## src/design/mjec_ram.sv

```systemverilog
`timescale 1ns / 1ps
// ----------------------------------------------------------------------------
// mjec_ram - generic simple dual port ram
// one write port, one read port with registered read data
// ----------------------------------------------------------------------------
module mjec_ram #(
   parameter int WIDTH = 32,
   parameter int DEPTH = 64
) (
   input  logic                     clock,
   input  logic                     wr_en,
   input  logic [$clog2(DEPTH)-1:0] wr_addr,
   input  logic [WIDTH-1:0]         wr_data,
   input  logic [$clog2(DEPTH)-1:0] rd_addr,
   output logic [WIDTH-1:0]         rd_data
);

   logic [WIDTH-1:0] mem_ff [DEPTH];
   logic [WIDTH-1:0] rd_data_ff;

   always_ff @(posedge clock) begin
      if (wr_en) begin
         mem_ff[wr_addr] <= wr_data;
      end
      rd_data_ff <= mem_ff[rd_addr];
   end

   assign rd_data = rd_data_ff;

endmodule

```

## config.mk

```make
export PLATFORM = sky130hd
export DESIGN_NAME = mjec_ram
export DESIGN_NICKNAME = d
export VERILOG_FILES = /design/src/design/mjec_ram.sv
export SDC_FILE = /design/constraint.sdc
export NUM_CORES = 2
export LEC_CHECK = 0
export BUFFER_PORTS_ARGS = -buffer_cell sky130_fd_sc_hd__buf_2
export CAP_MARGIN = 25
export CORE_MARGIN = 5
export CORE_UTILIZATION = 45
export DETAILED_ROUTE_END_ITERATION = 12
export SETUP_SLACK_MARGIN = 0.02
export SKIP_LAST_GASP = 1
export SYNTH_ARGS = -nofsm -noshare
export SYNTH_HDL_FRONTEND = slang
export SYNTH_SLANG_ARGS = --single-unit
export TNS_END_PERCENT = 5
```

## constraint.sdc

```tcl
create_clock -name clock -period 4.25 [get_ports clock]
set_input_delay 0.425 -clock clock [delete_from_list [all_inputs] [get_ports clock]]
set_output_delay 0.425 -clock clock [all_outputs]
set_load 0.01 [all_outputs]
```

==> impl_metrics.prom <==
# TYPE chip_impl_metric gauge
chip_impl_info{name="run_status",value="finished, final reports clean"} 1
chip_impl_metric{name="clk-insertion-delay-late",unit="ns"} 0.83
chip_impl_info{name="cts_tree",value="done"} 1
chip_impl_metric{name="power.ir.vdd_worst",unit="V"} 0.000458
chip_impl_metric{name="slew_violations",unit=""} 0
chip_impl_metric{name="grt_first_pass_wirelength",unit="um"} 290000
chip_impl_metric{name="maxCapViolations",unit=""} 0
chip_impl_metric{name="chipHeight",unit="um"} 428
chip_impl_metric{name="synthArstFlopShare",unit=""} 0
chip_impl_metric{name="syn-instance-count",unit=""} 3324
chip_impl_info{name="critical_path.reg2reg.startpoint",value="mem_ff[47][1]$_DFFE_PP_"} 1
chip_impl_metric{name="place_ws",unit="ns"} 0.518
chip_impl_metric{name="cts_inserted_buffers",unit=""} 208
chip_impl_metric{name="cts-resized-gates",unit=""} 0
chip_impl_metric{name="synth_warnings",unit=""} 0
chip_impl_metric{name="setup-violations-final",unit=""} 0
chip_impl_metric{name="post-route-min-period",unit="ns"} 2.95
chip_impl_metric{name="synth_edf_count",unit=""} 2048
chip_impl_metric{name="grt_overflow_total",unit=""} 0
chip_impl_metric{name="place_inst",unit=""} 5749
chip_impl_metric{name="worst_slew_pin_slew",unit="ns"} 1.05
chip_impl_metric{name="synth_sequential_area_ratio",unit=""} 0.791
chip_impl_metric{name="numPortBuffers",unit=""} 77
chip_impl_metric{name="grt_antenna_before_repair",unit=""} 10
chip_impl_info{name="rsz0062_at_grt",value="false"} 1
chip_impl_metric{name="cp_data_required_time",unit="ns"} 4.95
chip_impl_metric{name="first_global_vias",unit=""} 37600
chip_impl_metric{name="via_count",unit=""} 37100
chip_impl_metric{name="power.static_leakage",unit="nW"} 28.3
chip_impl_metric{name="layout_cells_sized_above_1",unit=""} 0.312
chip_impl_metric{name="drtIter0Drc",unit=""} 4249
chip_impl_metric{name="holdPathStages",unit=""} 1
chip_impl_metric{name="detail_route.wirelength",unit="um"} 206000
chip_impl_metric{name="synth.cell_area",unit="sq mm"} 0.0785
chip_impl_metric{name="grt_max_degree",unit=""} 65
chip_impl_metric{name="ioPinCount",unit=""} 78
chip_impl_info{name="hold_start",value="wr_data[12]"} 1
chip_impl_metric{name="power_per_cell_area",unit="mW/mm^2"} 474
chip_impl_metric{name="finalHoldWorstSlack",unit="ns"} 0.0620
chip_impl_metric{name="fp.dieArea",unit="sq mm"} 0.183
chip_impl_metric{name="rows",unit=""} 153
chip_impl_metric{name="hold_buffers",unit=""} 3
chip_impl_info{name="timing.rr.end",value="rd_data[1]$_DFF_P_"} 1
chip_impl_info{name="clk_root_buffer_cell",value="clkbuf_16"} 1
chip_impl_info{name="worst_setup_path_end_kind",value="flop"} 1
chip_impl_metric{name="fin_total_pwr",unit="W"} 0.0429
chip_impl_metric{name="cts-htree-levels",unit=""} 4
chip_impl_metric{name="tritoncts_num_sinks",unit=""} 2080
chip_impl_metric{name="post-route-drc-count",unit=""} 0
chip_impl_info{name="path_class",value="in2reg"} 1
chip_impl_metric{name="floorplan.initialDensity",unit=""} 0.452
chip_impl_metric{name="postSynthRegisterBits",unit=""} 2080
chip_impl_metric{name="critical_path_arrival",unit="ns"} 3.65
chip_impl_metric{name="synth_area_per_cell",unit="sq um"} 23.6
chip_impl_info{name="ys_dominant_reg_cell",value="edfxtp_1"} 1
chip_impl_metric{name="worst-r2r-setup-slack",unit="ns"} 1.70
chip_impl_metric{name="placeableCoreArea",unit="sq mm"} 0.174
chip_impl_info{name="hp-class",value="in2reg"} 1
chip_impl_info{name="timing.critical_path.from_type",value="input pin"} 1
chip_impl_metric{name="globalRouteTotalUtil",unit=""} 0.227
chip_impl_metric{name="setup_slack",unit="ns"} 1.30
chip_impl_metric{name="finalCritPeriodShare",unit=""} 0.694
chip_impl_metric{name="synth.lib_cells_used.distinct",unit=""} 34
chip_impl_metric{name="worst_setup_hold_path_clk_slew",unit="ns"} 0.06
chip_impl_metric{name="flow.area_growth_from_synthesis",unit="%"} 15.2
chip_impl_metric{name="dp_hpwl",unit="um"} 115000
chip_impl_metric{name="detail_route.first_pass.iterations",unit=""} 5
chip_impl_metric{name="achievable-frequency",unit="GHz"} 0.339
chip_impl_metric{name="slew_headroom",unit=""} 0.299
chip_impl_metric{name="nNetsFinal",unit=""} 3697
chip_impl_metric{name="cts_setup_buffers",unit=""} 0
chip_impl_metric{name="detail_route.vias_per_cell",unit=""} 6.01
chip_impl_metric{name="gp_routability_congestion",unit=""} 0.773
chip_impl_metric{name="grtUsageMet1",unit=""} 0.315
chip_impl_metric{name="wire_per_inst",unit="um"} 33.5
chip_impl_metric{name="ff2ff_path_depth",unit=""} 6
chip_impl_metric{name="clock_skew",unit="ns"} 0.0334
chip_impl_metric{name="worst-path-max-fanout",unit=""} 51
chip_impl_metric{name="final_cell_count_no_fill",unit=""} 6165
chip_impl_metric{name="met2_usage_grt",unit=""} 0.363
chip_impl_metric{name="synth_fp_nets",unit=""} 3370
chip_impl_metric{name="report.final.hold_viol_count",unit=""} 0
chip_impl_info{name="hold_path_end",value="mem_ff[20][12]$_DFFE_PP_"} 1
chip_impl_metric{name="ant_nets",unit=""} 0
chip_impl_info{name="busiest_layer",value="met2"} 1
chip_impl_metric{name="timing.setup.tns",unit="ns"} 0
chip_impl_metric{name="met3_global_route_usage",unit=""} 0.0544
chip_impl_metric{name="cts.path.max_buffers",unit=""} 3
chip_impl_metric{name="die_width",unit="um"} 428
## metal layers
metal,share of wire,vias to the layer above
met5,0,-
met4,0.029,0
met3,0.087,303
met2,0.49,1664
met1,0.40,20100
li1,-,15000
## flip-flops by register name, summed over array words and instances, names as in the netlist
name and cells:
mem_ff 2048, rd_data 32
## worst max-delay path by stage
stage               start                      end  slack, ns  cells past startpoint
2_1_floorplan  wr_addr[3]  mem_ff[48][0]$_DFFE_PP_       0.67                      4
3_3_place_gp   rd_addr[0]      rd_data[18]$_DFF_P_       0.54                      6
3_5_place_dp   rd_addr[0]      rd_data[18]$_DFF_P_       0.52                      6
4_1_cts        rd_addr[0]       rd_data[1]$_DFF_P_       1.40                      8
5_1_grt        rd_addr[0]       rd_data[1]$_DFF_P_       1.19                      8
6_report       rd_addr[0]       rd_data[1]$_DFF_P_       1.30                      8
## cells in the final DEF (no fill, tap or decap), types with 6 or more instances in the layout
| master | count |
|---|---|
| a21oi_1 | 62 |
| a22oi_1 | 12 |
| a311oi_1 | 8 |
| buf_12 | 49 |
| buf_2 | 73 |
| buf_4 | 163 |
| bufinv_16 | 13 |
| clkbuf_1 | 55 |
| clkbuf_16 | 209 |
| clkbuf_8 | 15 |
| clkinv_1 | 45 |
| clkinv_2 | 35 |
| dfxtp_1 | 32 |
| diode_2 | 7 |
| dlygate4sd3_1 | 9 |
| edfxtp_1 | 2048 |
| inv_16 | 6 |
| mux2i_1 | 93 |
| mux4_2 | 544 |
| nand2_1 | 26 |
| nand2b_1 | 7 |
| nor2_1 | 75 |
| nor2_4 | 62 |
| nor2b_1 | 15 |
| o221ai_1 | 27 |
| o22ai_1 | 84 |
## layout make-up
cell class | instances | area (sq um)
Fill cell | 13300 | 83200
Sequential cell | 2080 | 62100
Multi-Input combinational cell | 1062 | 16000
Clock buffer | 279 | 5640
Tap cell | 2325 | 2910
Timing Repair Buffer | 299 | 2740
Clock inverter | 113 | 1030
Antenna cell | 7 | 17.5
## power by group
group          internal (W)  switching [W]  leakage, nW  total [W]
clock network        0.0101        0.00774         3.27     0.0179
registers            0.0227      0.0000961         18.7     0.0228
logic              0.000837        0.00134         6.31    0.00217
## synthesized netlist by cell type (all sizes together), types with 4 or more instances
| cell type | instances | area [sq um] |
|---|---|---|
| a41o | 4 | 40.0 |
| mux2i | 93 | 931 |
| a311oi | 8 | 70.1 |
| nor2b | 15 | 93.8 |
| buf | 108 | 608 |
| mux4 | 544 | 12300 |
| and3 | 4 | 25.0 |
| nor2 | 137 | 514 |
| a21oi | 62 | 310 |
| clkbuf | 74 | 278 |
| o22ai | 84 | 526 |
| o221ai | 27 | 236 |
| nand3 | 5 | 25.0 |
| or3b | 5 | 43.8 |
| nand2b | 8 | 50.1 |
| nand2 | 26 | 97.6 |
| o32ai | 4 | 35.0 |
| nor3 | 7 | 35.0 |
| a22oi | 12 | 90.1 |
| dfxtp | 32 | 641 |
| nand3b | 5 | 37.5 |
| edfxtp | 2048 | 61500 |
## critical path, cell delays in order
cell	delay (ns)
buf_8	0.54
buf_12	0.36
mux4_2	0.55
mux2i_1	0.66
a21oi_1	0.16
a21oi_1	0.52
buf_4	0.21
nor2_1	0.03
## per-stage QoR
stage          area (sq um)   util
6_report              90500  0.521
5_1_grt               90400  0.521
4_1_cts               90200  0.520
3_5_place_dp          83500  0.481
3_3_place_gp          83300  0.480
2_1_floorplan         78500      -
## cells by family (layout without fill, tap and decap cells)
group                  Yosys count  in the layout  synth area share
flip-flops                    2080           2080             0.791
buffers and inverters          182            691            0.0113
multiplexers                   637            637             0.168
AND/OR/NAND/NOR                223            223            0.0127
AO/OA/AOI/OAI                  202            202            0.0167
other                            0              7                 0
No activity file was read; power rests on OpenSTA's default activity.
