## src/design/mjec_pkg.sv

```systemverilog
`timescale 1ns / 1ps
// ----------------------------------------------------------------------------
// mjec_pkg - shared definitions of the joint effort controller
// sizes, field positions, codes and the accumulator control bundle
// ----------------------------------------------------------------------------
package mjec_pkg;

   // network geometry and number format
   localparam int MAX_LAYERS = 4;
   localparam int MAX_WIDTH  = 16;
   localparam int FRAC_BITS  = 16;

   // field widths
   localparam int MODE_W   = 2;
   localparam int LAYER_W  = 2;
   localparam int IDX_W    = 4;
   localparam int DATA_W   = 32;
   localparam int WIDTH_W  = 5;
   localparam int STATUS_W = 2;

   // request tdata layout, lowest bit first
   localparam int REQ_LAYER_LSB = 0;
   localparam int REQ_ROW_LSB   = REQ_LAYER_LSB + LAYER_W;
   localparam int REQ_COL_LSB   = REQ_ROW_LSB + IDX_W;
   localparam int REQ_VALUE_LSB = REQ_COL_LSB + IDX_W;
   localparam int REQ_WIDTH_LSB = REQ_VALUE_LSB + DATA_W;
   localparam int REQ_POS_LSB   = REQ_WIDTH_LSB + WIDTH_W;
   localparam int REQ_VEL_LSB   = REQ_POS_LSB + DATA_W;
   localparam int REQ_TGT_LSB   = REQ_VEL_LSB + DATA_W;
   localparam int REQ_BITS      = REQ_TGT_LSB + DATA_W;
   localparam int REQ_DATA_W    = ((REQ_BITS + 7) / 8) * 8;
   localparam int REQ_USER_W    = MODE_W;

   // response tdata layout, lowest bit first
   localparam int RSP_DRIVE_LSB  = 0;
   localparam int RSP_ERROR_LSB  = RSP_DRIVE_LSB + DATA_W;
   localparam int RSP_STATUS_LSB = RSP_ERROR_LSB + DATA_W;
   localparam int RSP_BITS       = RSP_STATUS_LSB + STATUS_W;
   localparam int RSP_DATA_W     = ((RSP_BITS + 7) / 8) * 8;

   // configuration port
   localparam int CSR_IDX_W     = 2;
   localparam int NUM_LAYERS_W  = 3;
   localparam int RELU_MASK_W   = 4;
   localparam int CSR_DATA_W    = 4;

   // memory address widths
   localparam int WADDR_W = $clog2(MAX_LAYERS * MAX_WIDTH * MAX_WIDTH);
   localparam int BADDR_W = $clog2(MAX_LAYERS * MAX_WIDTH);
   localparam int AADDR_W = $clog2(2 * MAX_WIDTH);
   localparam int LI_W    = (MAX_LAYERS > 1) ? $clog2(MAX_LAYERS) : 1;

   // accumulator: bias plus MAX_WIDTH shifted products, exact
   localparam int TERM_W = 2 * DATA_W - FRAC_BITS;
   localparam int ACC_W  = TERM_W + $clog2(MAX_WIDTH) + 1;

   typedef enum logic [MODE_W-1:0] {
      MODE_WEIGHT = 2'd0,
      MODE_BIAS   = 2'd1,
      MODE_WIDTH  = 2'd2,
      MODE_EVAL   = 2'd3
   } mode_type;

   typedef enum logic [STATUS_W-1:0] {
      STATUS_OK        = 2'd0,
      STATUS_BAD_INDEX = 2'd1,
      STATUS_SAT       = 2'd2
   } status_type;

   typedef enum logic [CSR_IDX_W-1:0] {
      REG_NUM_LAYERS = 2'd0,
      REG_RELU_MASK  = 2'd1
   } reg_index_type;

   // accumulator controls from the sequencer
   typedef struct packed {
      logic load_bias;
      logic mul_valid;
   } mjec_mac_ctrl_type;

endpackage

```

## src/design/mjec_mac.sv

```systemverilog
`timescale 1ns / 1ps
// ----------------------------------------------------------------------------
// mjec_mac - fixed point multiply accumulate unit
// registered product, exact wide accumulator, saturated 32 bit result
// ----------------------------------------------------------------------------
module mjec_mac import mjec_pkg::*; (
   input  logic                     clock,
   input  logic                     reset,
   input  mjec_mac_ctrl_type        ctrl,
   input  logic signed [DATA_W-1:0] bias,
   input  logic signed [DATA_W-1:0] act,
   input  logic signed [DATA_W-1:0] weight,
   output logic signed [DATA_W-1:0] result,
   output logic                     overflow
);

   localparam logic signed [DATA_W-1:0] DATA_MAX = {1'b0, {(DATA_W-1){1'b1}}};
   localparam logic signed [DATA_W-1:0] DATA_MIN = {1'b1, {(DATA_W-1){1'b0}}};
   localparam logic signed [ACC_W-1:0]  SAT_HI   = ACC_W'(DATA_MAX);
   localparam logic signed [ACC_W-1:0]  SAT_LO   = ACC_W'(DATA_MIN);

   logic signed [2*DATA_W-1:0] prod_ff, prod_in;
   logic                       prod_valid_ff;
   logic signed [ACC_W-1:0]    acc_ff, acc_in;
   logic signed [TERM_W-1:0]   term;
   logic                       over_hi, over_lo;

   assign prod_in = act * weight;
   // dropping the fraction bits floors toward minus infinity
   assign term    = prod_ff[2*DATA_W-1:FRAC_BITS];

   always_comb begin
      acc_in = acc_ff;
      if (ctrl.load_bias) begin
         acc_in = ACC_W'(bias);
      end else if (prod_valid_ff) begin
         acc_in = acc_ff + ACC_W'(term);
      end
   end

   always_ff @(posedge clock) begin
      if (reset) begin
         prod_valid_ff <= 1'b0;
      end else begin
         prod_valid_ff <= ctrl.mul_valid;
      end
      if (ctrl.mul_valid) begin
         prod_ff <= prod_in;
      end
      acc_ff <= acc_in;
   end

   assign over_hi  = acc_ff > SAT_HI;
   assign over_lo  = acc_ff < SAT_LO;
   assign overflow = over_hi || over_lo;

   always_comb begin
      if (over_hi) begin
         result = DATA_MAX;
      end else if (over_lo) begin
         result = DATA_MIN;
      end else begin
         result = acc_ff[DATA_W-1:0];
      end
   end

endmodule

```

## config.mk

```make
export PLATFORM = sky130hd
export DESIGN_NAME = mjec_mac
export DESIGN_NICKNAME = d
export VERILOG_FILES = /design/src/design/mjec_pkg.sv /design/src/design/mjec_mac.sv
export SDC_FILE = /design/constraint.sdc
export NUM_CORES = 2
export LEC_CHECK = 0
export BUFFER_PORTS_ARGS = -buffer_cell sky130_fd_sc_hd__buf_4
export CORE_MARGIN = 5
export CORE_UTILIZATION = 55
export DETAILED_ROUTE_END_ITERATION = 10
export PLACE_DENSITY_LB_ADDON = 0.05
export SLEW_MARGIN = 20
export SYNTH_ARGS = -nofsm -noshare
export SYNTH_HDL_FRONTEND = slang
export SYNTH_SLANG_ARGS = --single-unit
export TNS_END_PERCENT = 10
```

## constraint.sdc

```tcl
create_clock -name clock -period 12.3 [get_ports clock]
set_input_delay 2.46 -clock clock [delete_from_list [all_inputs] [get_ports clock]]
set_output_delay 2.46 -clock clock [all_outputs]
set_load 0.05 [all_outputs]
```

==> impl_metrics.yaml <==
status:
  outcome: "completed"
die:
  start_util: 0.556
  die-area_um2: 82700
  coreArea_um2: 76200
  num_rows: 101
  io_pins: 133
  die_height_um: 288
  die_w_um: 288
drt:
  ant_nets: 0
  post_drt_wl_per_cell_um: 21.1
  remaining_drc_errors: 0
  routed_wl_mm: 115
  viasPerCell: 5.48
  first_iter_violations: 1879
  dr.pass1.iters: 5
  vias: 29800
yosys:
  synth_top_area_cell: "fa_1"
  synth.distinct_cells: 82
  syn_inst: 4466
  syn_area_um2: 42400
  syn_avg_cell_area_um2: 9.49
  synth_top_area_share: 0.511
  synthArstFlopShare: 0
  synth_flop_cell: "edfxtp_1"
  ys_ff_latch: 102
  ys_top_cells_by_area: "fa_1 51%, inv_1 8.9%, and2_1 7.3%"
  synth-edff-count: 101
  ys_seq_area_frac: 0.0720
  syn_nets: 5880
  ys_warn_count: 0
cts:
  clkTransAtPathRegs_ns: 0.07
  numCtsBuffers: 9
  ctsHoldBuffers: 0
  cts_buffer_depth: 2
  cts_root_buf: "clkbuf_16"
  clk_latency_ns: 0.35
  tritoncts: "yes"
  cts_resized: 0
  postCtsSetupBuffers: 0
  cts.htree.levels: 3
  cts_sinks: 102
critical_path:
  rr_startpoint: "prod_ff[16]"
  crit_fanout: 32
  critical_path_class: "in2reg"
  cp_data_required_time_ns: 12.39
  max_stage_delay_ns: 0.90
  end_kind: "flop"
  cp.arrival_ns: 10.53
  cp_num_buf_inv: 8
  crit_top_cell: "fa_1"
  slowest_stage: "fa_1"
  critical_path.top_delay_family: "adder cells"
  worstSetupStartpointType: "input port"
  startpoint: "weight[5]"
place:
  dp_hpwl_mm: 89.3
  portBuffers: 132
  place.gp.congestion: 0.871
timing:
  hold_viol: 0
  rsz0062_at_grt: "no"
  worstMarginPinSlew_ns: 0.770
  fin_skew_ns: 0.00976
  min_period_over_period: 0.849
  drv_slew: 0
  finalSetupTns_ns: 0
  max_slew_margin: 0.485
  fmax_mhz: 95.8
  finalSetupViolCount: 0
  period_needed_ns: 10.44
flow_run:
  max_cap_viol_count: 0
global_routing:
  grt_pass1_wl_mm: 186
  grtUsageTotal: 0.291
  grt_pass1_vias: 33200
  grt_overflow: 0
  antenna_found_initial: 3
  grt_max_degree: 60
cells_and_area:
  final_nets: 5808
  layout-drive-gt1-share: 0.0448
  layout_common_cells: "1082 x fa_1, 1008 x inv_1, 648 x nand2_1"
  syn2layout_area_growth_pct: 4.24
  final_common_cell: "fa_1"
  n_fill_cell: 6918
min_path:
  hold_path_startpoint: "acc_ff[0]"
  hold_class: "reg2reg"
==> Yosys cell counts (20+ instances only) <==
cell type and instances:
xor2_1 45, edfxtp_1 101, fa_1 1082, nand3_1 20
xnor2_1 59, inv_1 1008, clkbuf_1 217, nor2b_1 33
o21bai_1 20, nor2_1 53, a21oi_1 103, nand2_1 648
o21ai_0 89, a21o_1 46, and2_1 496, ha_1 232
==> state kept, by name, indices dropped and copies added (netlist names) <==
name and flops:
prod_ff 48, acc_ff 53, prod_valid_ff 1
==> logic make-up after synthesis <==
group	count (synthesis)	synth area share
xor gates and xnor gates	104	0.0215
and+or+nand+nor	1345	0.157
buffers and inverters	1229	0.109
muxes	2	0.000531
DFF	102	0.0720
adders and majority gates	1314	0.579
AOI/OAI and AO/OA	370	0.0603
==> metal layers <==
metal | track usage | part of all wire
met1 | 0.374 | 0.39
met2 | 0.528 | 0.52
met3 | 0.0326 | 0.059
met4 | 0.0774 | 0.034
met5 | 0 | 0
==> worst paths after layout <==
kind	endpoint	slack, ns	depth (start not counted)
hold reg to reg	acc_ff[0]	0.71	2
setup / recovery	prod_ff[63]	1.86	27
setup reg to reg	acc_ff[44]	8.39	14
hold / removal	acc_ff[0]	0.71	2
==> tightest hold or removal path, delay by kind of cell (launching register included) <==
| kind | cells | cell delay (ns) |
|---|---|---|
| flip-flops | 1 | 0.35 |
| adder cells (fa/ha/maj) | 1 | 0.13 |
| multiplexers | 1 | 0.13 |
==> per-stage QoR <==
stage               setup WS [ns]  instances   util  hold WS [ns]  instance area [um^2]
floorplan                    2.34       4466      -         0.650                 42400
global placement             1.54       5413  0.576         0.694                 43900
detailed placement           1.42       5413  0.576         0.692                 43900
CTS                          1.77       5429  0.580         0.708                 44200
global route                 1.44       5429  0.580         0.759                 44200
finish                       1.86       5432  0.580         0.711                 44200
==> cell type report <==
type / count / area [um^2] / area share
multi-input cells: 3135 / 34700 / 0.786
inverters: 1008 / 3780 / 0.0856
flip-flops and latches: 102 / 3050 / 0.0691
well taps: 1030 / 1290 / 0.0292
repair buffers: 138 / 1040 / 0.0234
clock buffers: 15 / 278 / 0.00629
diodes: 3 / 7.51 / 0.000170
clock inverters: 1 / 5.00 / 0.000113
Power is left out: the tool's default activity adds up to more than one toggle a clock period on the data nets, which glitch-free logic cannot reach.
